===== src/sv/mpq_pkg.sv =====
// Package: payload types and mode codes for the min priority queue.
`timescale 1ns / 1ps
`default_nettype none
package mpq_pkg;
	localparam logic [1:0] MODE_PUSH  = 2'd0;
	localparam logic [1:0] MODE_POP   = 2'd1;
	localparam logic [1:0] MODE_CLEAR = 2'd2;
	localparam logic [1:0] MODE_PEEK  = 2'd3;

	typedef struct packed {
		logic [1:0]  mode;
		logic [31:0] value;
	} cmd_t;

	typedef struct packed {
		logic [31:0] top_value;
		logic        empty_res;
		logic [4:0]  occupancy;
		logic        overflow;
	} res_t;

	// Per-cycle command broadcast to every cell.
	typedef struct packed {
		logic        push;
		logic        pop;
		logic [31:0] key;
	} cell_ctl_t;

	// Sign-magnitude to ordered: a < b numerically.
	function automatic logic key_lt(input logic [31:0] a, input logic [31:0] b);
		logic signed [32:0] ka;
		logic signed [32:0] kb;
		begin
			ka = a[31] ? -$signed({2'b00, a[30:0]}) : $signed({2'b00, a[30:0]});
			kb = b[31] ? -$signed({2'b00, b[30:0]}) : $signed({2'b00, b[30:0]});
			key_lt = ka < kb;
		end
	endfunction
endpackage
`default_nettype wire


===== src/sv/mpq_cell.sv =====
// One sorted-array cell: holds a key, shifts with its neighbors on push and pop.
`timescale 1ns / 1ps
`default_nettype none
module mpq_cell (
	input  wire logic              clk,
	input  wire mpq_pkg::cell_ctl_t ctl,
	input  wire logic              is_head,
	input  wire logic              left_ins,
	input  wire logic [31:0]       left_key,
	input  wire logic [31:0]       right_key,
	input  wire logic              valid,
	output logic                   ins,
	output logic [31:0]            key_q
);
	import mpq_pkg::*;
	logic gt;

	// Insert here if new key goes before this entry (or slot is empty).
	assign gt  = is_head ? key_lt(ctl.key, key_q) : !key_lt(key_q, ctl.key);
	assign ins = left_ins | !valid | gt;

	always_ff @(posedge clk) begin
		if (ctl.push) begin
			if (left_ins)
				key_q <= left_key;
			else if (ins)
				key_q <= ctl.key;
		end else if (ctl.pop) begin
			key_q <= right_key;
		end
	end
endmodule
`default_nettype wire


===== src/sv/min_priority_queue_core.sv =====
// Top level: bounded min priority queue built as a chain of sorted cells.
//
//  channel | signals             | handshake
//  --------+---------------------+-------------------------------
//  command | start, busy, cmd    | taken when start & !busy
//  result  | res_valid, res      | one-cycle strobe, cannot stall
//
// In the accept cycle every cell compares the key and, on a push or pop, the
// array shifts in parallel at the accepting edge; in the next cycle the head
// and count are shown with the res_valid strobe. busy is high during the
// strobe cycle, so no command is taken then; a new command may follow the
// strobe cycle directly.
// Reset clears the count and control; cell keys are left undefined and are
// never shown unless written. The receiver cannot stall.
`timescale 1ns / 1ps
`default_nettype none
module min_priority_queue_core #(
	parameter int CAPACITY = 16
) (
	input  wire logic          clk,
	input  wire logic          arst_n,
	input  wire logic          start,
	input  wire mpq_pkg::cmd_t cmd,
	output logic               busy,
	output logic               res_valid,
	output mpq_pkg::res_t      res
);
	import mpq_pkg::*;
	localparam int CW = $clog2(CAPACITY + 1);

	logic [CW-1:0] count_q;
	logic          busy_q;
	logic          ovf_q;
	cell_ctl_t     ctl;
	logic          accept;
	logic          full;
	logic [31:0]   keys [CAPACITY];
	logic [CAPACITY-1:0] ins;

	assign accept = start && !busy_q;
	assign full   = count_q == CW'(CAPACITY);
	assign ctl.push = accept && cmd.mode == MODE_PUSH && !full;
	assign ctl.pop  = accept && cmd.mode == MODE_POP && count_q != '0;
	assign ctl.key  = cmd.value;

	for (genvar i = 0; i < CAPACITY; i++) begin : g_cell
		logic          l_ins;
		logic [31:0]   l_key;
		logic [31:0]   r_key;
		if (i == 0) begin : g_h
			assign l_ins = 1'b0;
			assign l_key = '0;
		end else begin : g_b
			assign l_ins = ins[i-1];
			assign l_key = keys[i-1];
		end
		if (i == CAPACITY - 1) begin : g_t
			assign r_key = keys[i];
		end else begin : g_m
			assign r_key = keys[i+1];
		end
		mpq_cell u_cell (
			.clk      (clk),
			.ctl      (ctl),
			.is_head  (i == 0),
			.left_ins (l_ins),
			.left_key (l_key),
			.right_key(r_key),
			.valid    (CW'(i) < count_q),
			.ins      (ins[i]),
			.key_q    (keys[i])
		);
	end

	always_ff @(posedge clk or negedge arst_n) begin
		if (!arst_n) begin
			count_q <= '0;
			busy_q  <= 1'b0;
			ovf_q   <= 1'b0;
		end else begin
			busy_q <= accept;
			if (accept) begin
				ovf_q <= cmd.mode == MODE_PUSH && full;
				if (ctl.push)
					count_q <= count_q + 1'b1;
				else if (ctl.pop)
					count_q <= count_q - 1'b1;
				else if (cmd.mode == MODE_CLEAR)
					count_q <= '0;
			end
		end
	end

	assign busy      = busy_q;
	assign res_valid = busy_q;
	assign res.top_value = (count_q != '0) ? keys[0] : '0;
	assign res.empty_res = count_q == '0;
	assign res.occupancy = 5'(count_q);
	assign res.overflow  = ovf_q;

`ifndef SYNTHESIS
	a_cnt_bound: assert property (@(posedge clk) disable iff (!arst_n)
		count_q <= CW'(CAPACITY)) else $error("count above capacity");
	a_strobe: assert property (@(posedge clk) disable iff (!arst_n)
		accept |=> res_valid) else $error("missing result strobe");
	a_ovf: assert property (@(posedge clk) disable iff (!arst_n)
		res_valid && res.overflow |-> res.occupancy == 5'(CAPACITY))
		else $error("overflow while not full");
	a_push_grow: assert property (@(posedge clk) disable iff (!arst_n)
		ctl.push |=> count_q == $past(count_q) + 1'b1) else $error("push lost");
`endif
endmodule
`default_nettype wire

===== config.mk =====
export PLATFORM = sky130hd
export DESIGN_NAME = min_priority_queue_core
export DESIGN_NICKNAME = d
export VERILOG_FILES = /design/src/sv/mpq_pkg.sv /design/src/sv/mpq_cell.sv /design/src/sv/min_priority_queue_core.sv
export SDC_FILE = /design/constraint.sdc
export NUM_CORES = 2
export LEC_CHECK = 0
export ABC_AREA = 1
export BUFFER_PORTS_ARGS = -buffer_cell sky130_fd_sc_hd__clkbuf_2
export CAP_MARGIN = 40
export CORE_ASPECT_RATIO = 1.25
export CORE_MARGIN = 8
export CORE_UTILIZATION = 30
export DETAILED_ROUTE_END_ITERATION = 10
export GPL_TIMING_DRIVEN = 1
export MAX_ROUTING_LAYER = met4
export PLACE_DENSITY = 0.48
export SETUP_SLACK_MARGIN = 0.1
export SLEW_MARGIN = 0
export SYNTH_ARGS = -nofsm -noshare
export SYNTH_HDL_FRONTEND = slang
export SYNTH_SLANG_ARGS = --single-unit

===== constraint.sdc =====
create_clock -name clk -period 7.9 [get_ports clk]
set_clock_uncertainty 0.2 [all_clocks]
set_input_delay 2.37 -clock clk [delete_from_list [all_inputs] [get_ports clk]]
set_output_delay 2.37 -clock clk [all_outputs]
set_load 0.1 [all_outputs]

==> run metrics <==
Slew Viols, Final 0; first drt pass iteration count 6; die footprint 0.175 sq mm; H-tree Lvls 2; Max Cap Violations 0; layout overhead on the synthesized area 17.0%; RSZ-0062 raised after global routing yes; number of cell rows roughly 170; Fin. Hold Viols 0; Critical Path Start Type input port; Post-Synthesis Cells between 6000 and 7000; largest fanout on the critical path between 50 and 60; sequential area share after synthesis 0.320; Initial DRC Count around 5200; Initial Util 0.301; Min-Delay Path Depth 1; largest net degree at the start of global routing 114; vias in the first global route ~48000; asr flop ratio synth 0.0135; vias about 50000; Core Box Area around 0.16 sq mm; outcome completed; VDD IR-drop max 0.000231 V; worst hold slack approximately 0.29 ns; clk_lat worst skew roughly 0.7 ns; die span in x between 300 and 400 um; Netlist Area Pre-Place around 0.049 sq mm; P per Cell Area ~190 mW/mm^2; Final min period 7.52 ns; # setup viols final 0; Relative slew margins 0.393; CP Data Required Time 8.14 ns; RR Endpoint g_cell[14].u_cell.key_q[18]; Inserted Clock Buffers 60; Post-Place Worst Slack -0.428 ns; Yosys reg bits 519; Max Freq about 0.13 GHz; share of layout cells above drive strength 1 0.105; root buf cell clkbuf_16; Netlist cell types 60; final-layout fill cell count between 15000 and 20000; kind of critical path input port to flop; CP Capture Type flop; Synthesis Warnings 0; DIE HEIGHT roughly 470 um; final worst slack between 0.3 and 0.4 ns; via/cell ratio 5.65; DRC errors left 0; WL per Instance approximately 27 um; leading cell type by number of instances after synthesis nand2_1; Syn Nets 6815; ranking of synthesized cells by area edfxtp_1, ha_1, nand2_1; antenna violations before repair 9; PortBufs a little under 80; post-synth top area share 0.316; CTS clock-pin slew for the worst setup and hold paths ~0.07 ns; CP most frequent cell nand2_1; EDFF count, synth between 500 and 600; Top FF cell, synth edfxtp_1; Static Leak 24.1 nW; R2R cell count 37; worst r2r src g_cell[2].u_cell.key_q[1]; top cells by count, synth nand2_1, inv_1, nand3_1; Hold Path End busy; Yosys top cell by area edfxtp_1; worst min path class flop to flop; CP peak stage delay between 0.3 and 0.4 ns; Ports 78; final net count roughly 7000; antenna viol nets, final 0; worst min-delay path startpoint busy; dpl hpwl roughly 190 mm; Num Clock Sinks a little over 500; post-layout util 0.353; Syn Area/Cell 7.72 sq um; crit path DAT between 7 and 8 ns; R2R Setup Slk approximately 0.92 ns; first-pass GRT wire length 339 mm; worst-margin pin slew 0.901 ns; Global Route Usage Sum 0.269; GPL Wtd Cong 0.979; slowest stage cell, crit path a21oi_1; WL final 239 mm; grt total ovfl 0; clk buf depth 3; period utilisation layout 0.952; CTS tree done
==> through the flow <==
step,TNS [ns],cell area [sq um],instances,power [mW]
final,0,56900,8811,11.0
after global routing,0,56900,8810,11.5
after CTS,0,56800,8805,10.9
after detailed placement,-113.10,54900,8694,8.01
after global placement,-149.59,54800,8688,7.97
after floorplan,0,48800,6292,6.32
==> registers in the layout, indices dropped and copies added, names as in the netlist <==
name / count
g_cell.u_cell.key_q: 512
count_q: 5
busy: 1
ovf_q: 1
==> layout make-up <==
class / instances / area (sq um) / share of cell area
Antenna cell: 4 / 10.0 / 0.000176
Sequential cell: 519 / 15500 / 0.273
Clock inverter: 44 / 410 / 0.00722
Inverter: 696 / 2650 / 0.0466
Tap cell: 2171 / 2720 / 0.0478
Timing Repair Buffer: 504 / 4330 / 0.0761
Clock buffer: 67 / 1530 / 0.0269
Multi-Input combinational cell: 4806 / 29700 / 0.522
==> cells by family after synthesis <==
kind of cell | share of synthesized area
buf+inv | 0.0759
fa+ha+maj | 0.125
simple gates | 0.242
flops | 0.320
xor+xnor | 0.0851
compound gates | 0.152
==> worst max path at each step <==
stage	start	end	slack, ns	depth (start not counted)
2_1_floorplan	cmd[0]	g_cell[15].u_cell.key_q[0]	0.05	29
3_3_place_gp	cmd[5]	g_cell[11].u_cell.key_q[0]	-0.49	37
3_5_place_dp	cmd[5]	g_cell[11].u_cell.key_q[3]	-0.43	39
4_1_cts	cmd[5]	g_cell[11].u_cell.key_q[3]	0.28	39
5_1_grt	cmd[1]	g_cell[14].u_cell.key_q[18]	0.05	41
6_report	cmd[1]	g_cell[11].u_cell.key_q[3]	0.38	36
==> metal layers <==
metal	vias to the layer above	global-route usage	wire, um
li1	22700	-	-
met1	24400	0.335	98500
met2	2184	0.445	113000
met3	479	0.0284	15800
met4	0	0.109	11400
met5	-	-	0
==> layout by cell type, fill, tap and decap left out, types with 9 or more instances in the layout <==
| cell | synthesis | final |
|---|---|---|
| xnor2_1 | 56 | 56 |
| o2111ai_1 | 9 | 9 |
| nor2_2 | 6 | 12 |
| a21oi_1 | 295 | 292 |
| xor2_1 | 416 | 412 |
| clkinv_2 | 0 | 13 |
| a211oi_1 | 31 | 31 |
| clkinv_1 | 23 | 36 |
| nand2_1 | 1130 | 1129 |
| o221ai_1 | 223 | 223 |
| edfxtp_1 | 512 | 512 |
| ha_1 | 486 | 484 |
| inv_2 | 15 | 16 |
| nor4_1 | 21 | 20 |
| a22oi_1 | 10 | 10 |
| nor3_1 | 177 | 175 |
| inv_1 | 658 | 655 |
| o211ai_1 | 108 | 108 |
| clkbuf_2 | 0 | 77 |
| a31oi_1 | 24 | 20 |
| nor2_4 | 4 | 9 |
| or2_2 | 18 | 18 |
| nand3_1 | 634 | 634 |
| o21ai_1 | 33 | 34 |
| buf_12 | 0 | 58 |
| nor2_1 | 573 | 562 |
| clkbuf_16 | 0 | 60 |
| nand4_1 | 102 | 102 |
| o21ai_0 | 278 | 272 |
| o31ai_1 | 32 | 32 |
| nand3b_1 | 24 | 24 |
| buf_4 | 7 | 365 |
| o22ai_1 | 35 | 35 |
| o21a_1 | 18 | 18 |
==> worst max-delay path, delay by kind of cell <==
| kind | cells | cell delay, ns |
|---|---|---|
| compound gates | 8 | 1.39 |
| simple gates | 13 | 1.43 |
| fa+ha+maj | 2 | 0.45 |
| xor+xnor | 1 | 0.23 |
| buf+inv | 12 | 1.80 |
==> report_power, final <==
group | internal, mW | switching (mW)
Clock | 1.59 | 1.34
Sequential | 3.33 | 0.360
Combinational | 1.33 | 3.01
Total | 6.24 | 4.71
==> what timing repair did <==
item                                    4_1_cts  5_1_grt
resized for setup                             0        6
endpoints found under the setup margin        0      339
buffers inserted                              0        2
hold buffers                                  0        0
(Power assumes the default switching activity.)
